`src/hdl/mfpm_pkg.sv`:
```
// Types and constants for the motor fault persistence monitor.
// No dependencies.
package mfpm_pkg;

	localparam int unsigned IDX_W   = 3;
	localparam int unsigned CUR_W   = 16;
	localparam int unsigned TEMP_W  = 12;
	localparam int unsigned POS_W   = 16;
	localparam int unsigned CLIM_W  = 15;
	localparam int unsigned PERS_W  = 8;
	localparam int unsigned MISS_W  = 17;
	localparam int unsigned CFGI_W  = 3;
	localparam int unsigned CFGD_W  = 17;

	typedef enum logic [1:0] {
		ERR_NONE        = 2'd0,
		ERR_CURRENT     = 2'd1,
		ERR_TEMPERATURE = 2'd2,
		ERR_COMM        = 2'd3
	} err_kind_t;

	typedef enum logic [1:0] {
		ACT_NONE = 2'd0,
		ACT_ZERO = 2'd1,
		ACT_HOLD = 2'd2
	} action_t;

	typedef enum logic [CFGI_W-1:0] {
		CFG_CURRENT_LIMIT = 3'd0,
		CFG_REVERSE_FLOOR = 3'd1,
		CFG_TEMP_LIMIT    = 3'd2,
		CFG_PERSIST_LIMIT = 3'd3,
		CFG_COMM_TIMEOUT  = 3'd4
	} cfg_reg_t;

	localparam logic [CLIM_W-1:0]        RST_CURRENT_LIMIT = 15'd2500;
	localparam logic signed [CUR_W-1:0]  RST_REVERSE_FLOOR = -16'sd1000;
	localparam logic signed [TEMP_W-1:0] RST_TEMP_LIMIT    = 12'sd800;
	localparam logic [PERS_W-1:0]        RST_PERSIST_LIMIT = 8'd60;
	localparam logic [MISS_W-1:0]        RST_COMM_TIMEOUT  = 17'd100000;

	typedef struct packed {
		logic [PERS_W-1:0] cur_run;
		logic [PERS_W-1:0] temp_run;
		logic [MISS_W-1:0] miss_run;
	} run_entry_t;

endpackage

```
`src/hdl/motor_fault_persistence_monitor_top.sv`:
```
// An accepted item is registered into stage 1, which reads its counter entry, then
// into the output registers, which offer its result until taken. Throughput: one
// item per cycle unless the output stalls; the per-motor counter memory is read at
// accept and written back as the item leaves stage 1, with same-motor forwarding.
// Reset clears the configuration to defaults, the latched error and the
// per-motor valid bits; a motor whose entry is not yet written reads as zero.
// Depends on mfpm_pkg.
module motor_fault_persistence_monitor_top
	import mfpm_pkg::*;
#(
	parameter int unsigned NUM_MOTORS = 8
) (
	input  logic                     clk,
	input  logic                     arst_n,
	input  logic                     cfg_valid,
	output logic                     cfg_ready,
	input  logic [CFGI_W-1:0]        cfg_index,
	input  logic [CFGD_W-1:0]        cfg_data,
	input  logic                     in_valid,
	output logic                     in_ready,
	input  logic [IDX_W-1:0]         motor_index,
	input  logic signed [CUR_W-1:0]  motor_current,
	input  logic signed [TEMP_W-1:0] winding_temp,
	input  logic                     fresh_reply,
	input  logic signed [POS_W-1:0]  motor_position,
	output logic                     out_valid,
	input  logic                     out_ready,
	output logic                     fault,
	output logic [1:0]               error_kind,
	output logic [1:0]               safe_action,
	output logic signed [POS_W-1:0]  target_position
);

	localparam int unsigned ADDR_W = (NUM_MOTORS > 1) ? $clog2(NUM_MOTORS) : 1;

	logic [CLIM_W-1:0]        cur_limit_q;
	logic signed [CUR_W-1:0]  rev_floor_q;
	logic signed [TEMP_W-1:0] temp_limit_q;
	logic [PERS_W-1:0]        pers_limit_q;
	logic [MISS_W-1:0]        comm_timeout_q;

	run_entry_t               run_mem [NUM_MOTORS];
	logic [NUM_MOTORS-1:0]    valid_q;
	err_kind_t                latched_q;

	logic                     s1_valid;
	logic [ADDR_W-1:0]        addr_s1;
	logic                     in_range_s1;
	logic signed [CUR_W-1:0]  cur_s1;
	logic signed [TEMP_W-1:0] temp_s1;
	logic                     fresh_s1;
	logic signed [POS_W-1:0]  pos_s1;
	run_entry_t               rd_s1;

	logic                     out_valid_q;
	logic                     fault_q;
	err_kind_t                err_q;
	action_t                  action_q;
	logic signed [POS_W-1:0]  target_q;

	logic                     in_accept;
	logic                     advance;
	logic                     s1_fire;
	logic                     wr_en;
	logic [ADDR_W-1:0]        rd_addr;
	logic                     in_range_in;

	logic                     cur_chk;
	logic signed [CUR_W:0]    cur_ext;
	logic [CUR_W:0]           cur_mag;
	logic                     cur_fault;
	logic                     comm_fault;
	logic                     temp_fault;
	run_entry_t               wr_data;
	err_kind_t                latched_nx;
	action_t                  action_nx;

	assign cfg_ready   = 1'b1;
	assign advance     = !out_valid_q || out_ready;
	assign in_ready    = !s1_valid || advance;
	assign in_accept   = in_valid && in_ready;
	assign s1_fire     = s1_valid && advance;
	assign wr_en       = s1_fire && in_range_s1;
	assign rd_addr     = ADDR_W'(motor_index);
	assign in_range_in = 32'(motor_index) < NUM_MOTORS;

	always_ff @(posedge clk or negedge arst_n) begin
		if (!arst_n) begin
			cur_limit_q    <= RST_CURRENT_LIMIT;
			rev_floor_q    <= RST_REVERSE_FLOOR;
			temp_limit_q   <= RST_TEMP_LIMIT;
			pers_limit_q   <= RST_PERSIST_LIMIT;
			comm_timeout_q <= RST_COMM_TIMEOUT;
		end else if (cfg_valid && cfg_ready) begin
			unique case (cfg_index)
				CFG_CURRENT_LIMIT: cur_limit_q    <= cfg_data[CLIM_W-1:0];
				CFG_REVERSE_FLOOR: rev_floor_q    <= cfg_data[CUR_W-1:0];
				CFG_TEMP_LIMIT:    temp_limit_q   <= cfg_data[TEMP_W-1:0];
				CFG_PERSIST_LIMIT: pers_limit_q   <= cfg_data[PERS_W-1:0];
				CFG_COMM_TIMEOUT:  comm_timeout_q <= cfg_data[MISS_W-1:0];
				default: ;
			endcase
		end
	end

	// checks in order current, communication, temperature; stop at first fault
	always_comb begin
		wr_data    = rd_s1;
		cur_chk    = cur_s1 >= rev_floor_q;
		cur_ext    = {cur_s1[CUR_W-1], cur_s1};
		cur_mag    = cur_ext[CUR_W] ? (CUR_W+1)'(-cur_ext) : cur_ext;
		cur_fault  = 1'b0;
		comm_fault = 1'b0;
		temp_fault = 1'b0;
		if (cur_chk) begin
			if (cur_mag > {2'b00, cur_limit_q})
				wr_data.cur_run = (rd_s1.cur_run == '1) ? rd_s1.cur_run
					: PERS_W'(rd_s1.cur_run + 1'b1);
			else
				wr_data.cur_run = '0;
			cur_fault = wr_data.cur_run > pers_limit_q;
		end
		if (!cur_fault) begin
			if (fresh_s1)
				wr_data.miss_run = '0;
			else
				wr_data.miss_run = (rd_s1.miss_run == '1) ? rd_s1.miss_run
					: MISS_W'(rd_s1.miss_run + 1'b1);
			comm_fault = wr_data.miss_run > comm_timeout_q;
		end
		if (!cur_fault && !comm_fault) begin
			if (temp_s1 > temp_limit_q)
				wr_data.temp_run = (rd_s1.temp_run == '1) ? rd_s1.temp_run
					: PERS_W'(rd_s1.temp_run + 1'b1);
			else
				wr_data.temp_run = '0;
			temp_fault = wr_data.temp_run > pers_limit_q;
		end
		if (!in_range_s1) begin
			cur_fault  = 1'b0;
			comm_fault = 1'b0;
			temp_fault = 1'b0;
		end
	end

	always_comb begin
		latched_nx = latched_q;
		if (cur_fault)
			latched_nx = ERR_CURRENT;
		else if (comm_fault)
			latched_nx = ERR_COMM;
		else if (temp_fault)
			latched_nx = ERR_TEMPERATURE;
		case (latched_nx)
			ERR_CURRENT, ERR_TEMPERATURE: action_nx = ACT_ZERO;
			ERR_COMM:                     action_nx = ACT_HOLD;
			default:                      action_nx = ACT_NONE;
		endcase
	end

	always_ff @(posedge clk) begin
		if (wr_en)
			run_mem[addr_s1] <= wr_data;
	end

	// read at accept; forward the entry being written back
	always_ff @(posedge clk) begin
		if (in_accept) begin
			addr_s1     <= rd_addr;
			in_range_s1 <= in_range_in;
			cur_s1      <= motor_current;
			temp_s1     <= winding_temp;
			fresh_s1    <= fresh_reply;
			pos_s1      <= motor_position;
			if (!in_range_in)
				rd_s1 <= '0;
			else if (wr_en && addr_s1 == rd_addr)
				rd_s1 <= wr_data;
			else if (valid_q[rd_addr])
				rd_s1 <= run_mem[rd_addr];
			else
				rd_s1 <= '0;
		end
	end

	always_ff @(posedge clk or negedge arst_n) begin
		if (!arst_n) begin
			s1_valid    <= 1'b0;
			out_valid_q <= 1'b0;
			valid_q     <= '0;
			latched_q   <= ERR_NONE;
		end else begin
			if (in_accept)
				s1_valid <= 1'b1;
			else if (s1_fire)
				s1_valid <= 1'b0;
			if (s1_fire)
				out_valid_q <= 1'b1;
			else if (out_ready)
				out_valid_q <= 1'b0;
			if (wr_en)
				valid_q[addr_s1] <= 1'b1;
			if (s1_fire)
				latched_q <= latched_nx;
		end
	end

	always_ff @(posedge clk) begin
		if (s1_fire) begin
			fault_q  <= cur_fault || comm_fault || temp_fault;
			err_q    <= latched_nx;
			action_q <= action_nx;
			target_q <= (action_nx == ACT_HOLD) ? pos_s1 : '0;
		end
	end

	assign out_valid       = out_valid_q;
	assign fault           = fault_q;
	assign error_kind      = err_q;
	assign safe_action     = action_q;
	assign target_position = target_q;

	a_fault_has_kind: assert property (@(posedge clk) disable iff (!arst_n)
		out_valid && fault |-> error_kind != ERR_NONE)
		else $error("fault reported without error kind");

	a_hold_on_comm: assert property (@(posedge clk) disable iff (!arst_n)
		out_valid && error_kind == ERR_COMM |-> safe_action == ACT_HOLD)
		else $error("communication error without hold action");

	a_latch_sticky: assert property (@(posedge clk) disable iff (!arst_n)
		latched_q != ERR_NONE |=> latched_q != ERR_NONE)
		else $error("latched error cleared");

	a_stall_only: assert property (@(posedge clk) disable iff (!arst_n)
		!in_ready |-> out_valid && !out_ready)
		else $error("input held off without output stall");

endmodule
```
`config.mk`:
```
export PLATFORM = sky130hd
export DESIGN_NAME = motor_fault_persistence_monitor_top
export DESIGN_NICKNAME = d
export VERILOG_FILES = /design/src/hdl/mfpm_pkg.sv /design/src/hdl/motor_fault_persistence_monitor_top.sv
export SDC_FILE = /design/constraint.sdc
export NUM_CORES = 1
export LEC_CHECK = 0
export BUFFER_PORTS_ARGS = -buffer_cell sky130_fd_sc_hd__buf_2
export CAP_MARGIN = 10
export CORE_UTILIZATION = 54
export CTS_CLUSTER_SIZE = 14
export DETAILED_ROUTE_END_ITERATION = 8
export GPL_TIMING_DRIVEN = 0
export PLACE_DENSITY_LB_ADDON = 0.3
export SETUP_SLACK_MARGIN = 0.3
export SLEW_MARGIN = 20
export SYNTH_ARGS = -nofsm -noshare
export SYNTH_HDL_FRONTEND = slang
export SYNTH_SLANG_ARGS = --single-unit
```
`constraint.sdc`:
```
create_clock -name clk -period 7 [get_ports clk]
set_input_delay 0 -clock clk [delete_from_list [all_inputs] [get_ports clk]]
set_output_delay 0 -clock clk [all_outputs]
set_load 0.02 [all_outputs]
```
=== Yosys cells after proc, flatten, opt, wreduce, memory -nomap -nowiden ===
Memories as Yosys holds them, arrays and structs flattened.
Cells that the tools add are included.

* Bits in registers: 182
* Latch bits: 0
* RAM bits: 264
* Memory bits (read-only): 0
* Input bits: 73
* Memories: 1

* Add/sub/neg operators: 4
* Multipliers: 0
* Div/mod/pow operators: 0
* Order comparisons: 9
* Eq/ne operators: 12
* Shifts and indexed selects: 0
* Mux-type cells: 32
* Bitwise gates (word level): 1
* Reductions and logical operators: 22

{| class="wikitable"
|+ Memory list
! memory !! depth !! bits a word !! rd ports !! clocked after memory_dff !! write ports !! RTL line !! RTL
|-
| run_mem || 8 || 33 || 1 || 0 || 1 || motor_fault_persistence_monitor_top.sv:42 || <nowiki>run_entry_t run_mem [NUM_MOTORS];</nowiki>
|}

{| class="wikitable"
|+ Operator list
! operator !! number
|-
| $mux W17 || 5
|-
| $mux W33 || 2
|-
| $mux W8 || 8
|-
| $add A17 B1 Y17 const B || 1
|-
| $eq A17 B17 Y1 const B || 1
|-
| $gt A17 B15 Y1 || 1
|-
| $gt A17 B17 Y1 || 1
|-
| $neg A16 Y17 || 1
|-
| $add A8 B1 Y8 const B || 2
|-
| $eq A8 B8 Y1 const B || 2
|-
| $ge A16 B16 Y1 || 1
|-
| $gt A8 B8 Y1 || 2
|-
| $gt A12 B12 Y1 || 1
|-
| $mux W1 || 11
|-
| $reduce_and A2 Y1 || 5
|-
| $lt A3 B4 Y1 const B || 2
|-
| $or A8 B8 Y8 || 1
|-
| $eq A2 B2 Y1 const B || 3
|-
| $eq A3 B2 Y1 const B || 2
|-
| $mux W2 || 3
|-
| $logic_and A1 B1 Y1 || 5
|-
| $logic_not A1 Y1 || 4
|-
| $logic_or A1 B1 Y1 || 4
|-
| $pmux W2 S2 || 1
|-
| 10 further kinds || 11
|}

=== Depth between registers and ports, before layout ===
* Depth in word-level cells: 22
* Gate-level depth with buffers: 25
* Depth with buffers taken out: 22

=== Least setup slack after synthesis ===
Ideal clock, no wire load.

* Path kind: reg2reg
* Start point: register cur_s1[5]
* End point: register target_q[10], in the netlist target_position[10] (data pin)
* Arrival: 5.302 ns
* Data required time: 6.745 ns
* Setup slack: 1.443 ns
* Stages on the path, launching flop included: 23
* Clock period less this slack: 5.557 ns
* Path through: edfxtp_1 -> or3_1 -> or3_1 -> o41ai_1 -> xnor2_1 -> ha_1 -> a211oi_1 -> o21ai_0 -> o31ai_1 -> nand2_4 -> buf_8 -> o211a_1 -> ha_1 -> nand2_1 -> nor2_1 -> a21boi_0 -> o211ai_1 -> a2bb2oi_1 -> clkbuf_1 -> nand2_1 -> ha_1 -> clkbuf_1 -> and2_1

* Longest elaborated chain between the ends: 18
* Elaborated cells on any way between the ends: 22
* Those cells by class: add/sub: 1; order compare: 3; eq/ne: 4; mux: 10; reduce/logical: 4

{| class="wikitable"
|+ RTL lines
! what !! RTL line !! RTL
|-
| start, declared || motor_fault_persistence_monitor_top.sv:49 || <nowiki>logic signed [CUR_W-1:0] cur_s1;</nowiki>
|-
| start signal, assigned || motor_fault_persistence_monitor_top.sv:171 || <nowiki>cur_s1 <= motor_current;</nowiki>
|-
| $neg A16 Y17 || motor_fault_persistence_monitor_top.sv:111 || <nowiki>cur_mag = cur_ext[CUR_W] ? (CUR_W+1)'(-cur_ext) : cur_ext;</nowiki>
|-
| $mux W17 || motor_fault_persistence_monitor_top.sv:111 ||
|-
| $gt A17 B15 Y1 || motor_fault_persistence_monitor_top.sv:116 || <nowiki>if (cur_mag > {2'b00, cur_limit_q})</nowiki>
|-
| $mux W8 || motor_fault_persistence_monitor_top.sv:116 ||
|-
| $mux W8 || motor_fault_persistence_monitor_top.sv:115 || <nowiki>if (cur_chk) begin</nowiki>
|-
| $gt A8 B8 Y1 || motor_fault_persistence_monitor_top.sv:121 || <nowiki>cur_fault = wr_data.cur_run > pers_limit_q;</nowiki>
|-
| $mux W1 * || motor_fault_persistence_monitor_top.sv:115 ||
|-
| $mux W1 || motor_fault_persistence_monitor_top.sv:123 || <nowiki>if (!cur_fault) begin</nowiki>
|-
| (+3 left out) || -- ||
|-
| $mux W2 || motor_fault_persistence_monitor_top.sv:152 || <nowiki>else if (temp_fault)</nowiki>
|-
| $mux W2 || motor_fault_persistence_monitor_top.sv:150 || <nowiki>else if (comm_fault)</nowiki>
|-
| $mux W2 * || motor_fault_persistence_monitor_top.sv:148 || <nowiki>if (cur_fault)</nowiki>
|-
| named net latched_nx[0] || motor_fault_persistence_monitor_top.sv:75 || <nowiki>err_kind_t latched_nx;</nowiki>
|-
| $eq A2 B1 Y1 or $eq A2 B2 Y1 (tied branches) || motor_fault_persistence_monitor_top.sv:154 || <nowiki>case (latched_nx)</nowiki>
|-
| $reduce_or A2 Y1 || motor_fault_persistence_monitor_top.sv:154 ||
|-
| $pmux W2 S2 * || motor_fault_persistence_monitor_top.sv:154 ||
|-
| $eq A2 B2 Y1 * || motor_fault_persistence_monitor_top.sv:213 || <nowiki>target_q <= (action_nx == ACT_HOLD) ? pos_s1 : '0;</nowiki>
|-
| end signal, assigned || motor_fault_persistence_monitor_top.sv:213 ||
|-
| end, declared || motor_fault_persistence_monitor_top.sv:59 || <nowiki>logic signed [POS_W-1:0] target_q;</nowiki>
|}

The timed path passes the listed nets; every way through them passes the cells marked *. The select of a mux whose other input is x is not followed.
A chain may end at the register's enable or synchronous reset.

=== Worst setup path in the final report ===
* Start point: register cur_s1[5]
* End point: register target_q[13], in the netlist target_position[13] (data pin)

Same word-level chain as after synthesis.

==> results.sh <==
export IMPL_die_w_um=196
export IMPL_critPathMaxFanout=10
export IMPL_wire_per_inst_um=22.1
export IMPL_gp_congestion=0.934
export IMPL_synth_edf_count=366
export IMPL_synth_seq_area_share=0.643
export IMPL_cts_sinks=446
export IMPL_synth_nets=1540
export IMPL_diodes=0
export IMPL_die_h_um=196
export IMPL_area_delta_synth_final_pct=19.1
export IMPL_cts_max_path_buffers=3
export IMPL_hold_viol_final=0
export IMPL_cts_root_buf="clkbuf_16"
export IMPL_cts_buffers=45
export IMPL_synth_top_area_cell="edfxtp_1"
export IMPL_cts_tree="built"
export IMPL_drt_wl_total_um=47400
export IMPL_viasPerCell=5.96
export IMPL_p_leak_nw=9.01
export IMPL_whs_path_depth=6
export IMPL_synthCells=1385
export IMPL_grt_pass1_vias=13100
export IMPL_ys_types=71
export IMPL_max_slew_margin=0.282
export IMPL_synth_top_area_frac=0.543
export IMPL_tightest_slew_ns=1.08
export IMPL_worst_setup_path_type="flip-flop to flip-flop"
export IMPL_maxCapViolCount=0
export IMPL_hpwl_um=32900
export IMPL_grt_setup_unrepaired="false"
export IMPL_synth_flop_cell="edfxtp_1"
export IMPL_end_kind="flip-flop"
export IMPL_worstHoldStart="cfg_valid"
export IMPL_grt_overflow=0
export IMPL_fin_skew_ns=0.0218
export IMPL_place_inst=1982
export IMPL_setup_viol=0
export IMPL_syn_area_um2=20200
export IMPL_worstReg2RegEnd="target_position[13]"
export IMPL_rows=70
export IMPL_initial_core_util=0.550
export IMPL_outcome="complete, no violations"
export IMPL_ys_warnings_count=0
export IMPL_drt_iter0_markers=974
export IMPL_grtUsageTotal=0.254
export IMPL_dr_pass1_iters=5
export IMPL_vias=12800
export IMPL_reg2reg_depth=23
export IMPL_finalCriticalPeriod_ns=6.29
export IMPL_synth_async_reset_ratio=0.179
export IMPL_min_period_over_period=0.899
export IMPL_synth_seq_cells=446
export IMPL_nets=1793
export IMPL_drc=0
export IMPL_worst_setup_path_start_kind="flip-flop"
export IMPL_io_pin_count=97
export IMPL_dieArea_um2=38300
export IMPL_startpoint="cur_s1[5]"
export IMPL_worstReg2RegStart="cur_s1[5]"
export IMPL_min_to="temp_limit_q[11]"
export IMPL_grt_max_degree=53
export IMPL_antenna_left=0
export IMPL_finalMaxSlewViolations=0
export IMPL_reg2reg_slack_ns=0.71
export IMPL_p_per_area_nw_per_um2=308
export IMPL_clock_latency_ns=0.58
export IMPL_finalSetupTns_ns=0
export IMPL_required_ns=7.32
export IMPL_stdcell_count=2141
export IMPL_hold_class="input pin to flip-flop"
export IMPL_io_buffers=95
export IMPL_grt_pass1_wl_um=73700
export IMPL_clkTransAtPathRegs_ns=0.06
export IMPL_htree_num_levels=2
export IMPL_crit_arrival_ns=6.61
export IMPL_ir_drop_v=0.000169
export IMPL_syn_area_per_cell_um2=14.6
export IMPL_coreArea_um2=36800
export IMPL_antenna_found_initial=0
export IMPL_max_freq_mhz=159
export IMPL_drive_gt1_frac=0.219
export IMPL_synthTopCellsByArea="edfxtp_1 (54%), mux4_2 (7.6%), dfrtp_1 (6.7%)"
==> state kept, by name (all words and copies together) (netlist names) <==
signal,flops
rd_s1,33
temp_limit_q,12
target_position,16
pers_limit_q,8
s1_valid,1
addr_s1,3
pos_s1,16
run_mem,264
valid_q,8
fresh_s1,1
latched_q,2
temp_s1,12
fault,1
error_kind,2
safe_action,2
cur_limit_q,15
comm_timeout_q,17
out_valid,1
cur_s1,16
rev_floor_q,16
==> repair_timing <==
| action | 4_1_cts | 5_1_grt |
|---|---|---|
| buffers inserted | 1 | 0 |
| setup endpoints to repair | 116 | 23 |
| gates resized for setup | 3 | 8 |
| hold buffers | 76 | 0 |
| pin swaps | 1 | 1 |
| hold endpoints to repair | 188 | 0 |
==> cell type report <==
type / count / area, um2
Multi-Input combinational cell: 799 / 6760
Sequential cell: 446 / 13000
Tap cell: 468 / 586
Clock buffer: 58 / 1230
Timing Repair Buffer: 206 / 1660
Clock inverter: 24 / 299
Buffer: 55 / 234
Fill cell: 2486 / 12700
Inverter: 85 / 319
==> through the flow <==
stage                     area, um2  utilization  setup WS (ns)  hold slack (ns)  power (mW)
after floorplan               20200            -           1.44           -0.296        4.41
after global placement        21300        0.579         -0.673            0.176        4.82
after detailed placement      21800        0.592         -0.551           0.0194        4.90
after CTS                     24100        0.655          0.376           0.0191        7.44
after global routing          24100        0.655          0.300           0.0628        7.72
final                         24100        0.655          0.707           0.0423        7.42
==> worst max-delay path, cell delays in order, from the launching register on <==
cell and delay (ns):
edfxtp_1 0.46, or3_1 0.44, or3_1 0.41, o41ai_1 0.33, xnor2_1 0.16, ha_1 0.26, a21o_1 0.16, a21oi_1 0.17
o21ai_0 0.17, o31ai_4 0.39, nand2_4 0.17, buf_8 0.18, o211a_1 0.12, ha_1 0.29, nand2_1 0.09, nor2_1 0.06
a21boi_0 0.13, o211ai_1 0.40, a2bb2oi_2 0.35, clkbuf_2 0.30, nand2_1 0.26, ha_1 0.36, clkbuf_2 0.21, and2_1 0.17
==> layer usage <==
metal / global-route usage / wire, um / vias up
li1: - / - / 5826
met1: 0.332 / 19100 / 6343
met2: 0.435 / 23600 / 499
met3: 0.0351 / 3130 / 96
met4: 0.0965 / 1590 / 0
met5: 0 / 0 / -
==> worst max-delay path by stage <==
stage,to,slack (ns),cells after the start
floorplan,target_position[10],1.44,22
global placement,valid_q[0],-0.67,4
detailed placement,target_position[9],-0.55,23
CTS,target_position[7],0.38,23
global route,target_position[5],0.30,22
finish,target_position[13],0.71,23
==> synth_stat cells (4+ instances only) <==
cell type  instances
mux2_2            28
nand4_1           20
and2_1            25
a311o_1            6
o31a_1             4
buf_2              4
dfstp_2           26
o211ai_1           9
nand3b_1           4
or2_2             10
nand3_1           19
o211a_1            6
a22o_1             4
inv_1             85
nor3_1            12
edfxtp_1         366
a211oi_1           4
clkbuf_1          41
ha_1              82
o21ai_0           90
nor2b_1           10
o31ai_1           10
nand2b_1          11
and3_1            11
o21a_1            10
dfrtp_1           54
buf_1              7
or3_1              9
xnor2_1           16
o32ai_1            7
mux2i_1           30
xor2_1            11
a21oi_2            5
a21oi_1           45
and4_1             9
o2bb2ai_1         16
nor2_1            61
a21o_1             7
nand2_1           95
mux4_2            68
==> layout by cell type (no fill, tap or decap), types with 16 or more instances in the layout <==
| cell type | instances |
|---|---|
| nand4_1 | 20 |
| dfrtp_1 | 54 |
| nor2_1 | 58 |
| o2bb2ai_1 | 16 |
| and2_1 | 24 |
| edfxtp_1 | 366 |
| nand3_1 | 19 |
| clkbuf_16 | 47 |
| a21oi_1 | 45 |
| clkbuf_1 | 48 |
| buf_4 | 22 |
| o21ai_0 | 89 |
| buf_2 | 104 |
| ha_1 | 82 |
| mux4_2 | 68 |
| mux2i_1 | 30 |
| xnor2_1 | 16 |
| mux2_2 | 28 |
| nand2_1 | 95 |
| inv_1 | 85 |
| dlygate4sd3_1 | 75 |
| dfstp_2 | 26 |
==> logic make-up (layout without fill, tap and decap cells) <==
logic type	Yosys count	count (layout)	synth area share
DFF	446	446	0.643
and+or+nand+nor	310	310	0.0780
AOI/OAI and AO/OA	252	252	0.0824
buffers and inverters	140	428	0.0271
muxes	127	127	0.107
adders and majority gates	82	82	0.0507
xor gates and xnor gates	27	27	0.0117
other	1	1	0.000185
==> power by group <==
part	leakage, nW	switching (mW)	internal (mW)	total [mW]
sequential	4.32	0.103	3.32	3.42
clock	0.745	1.02	1.47	2.49
combinational	3.94	0.945	0.559	1.50
(Power assumes the default switching activity.)
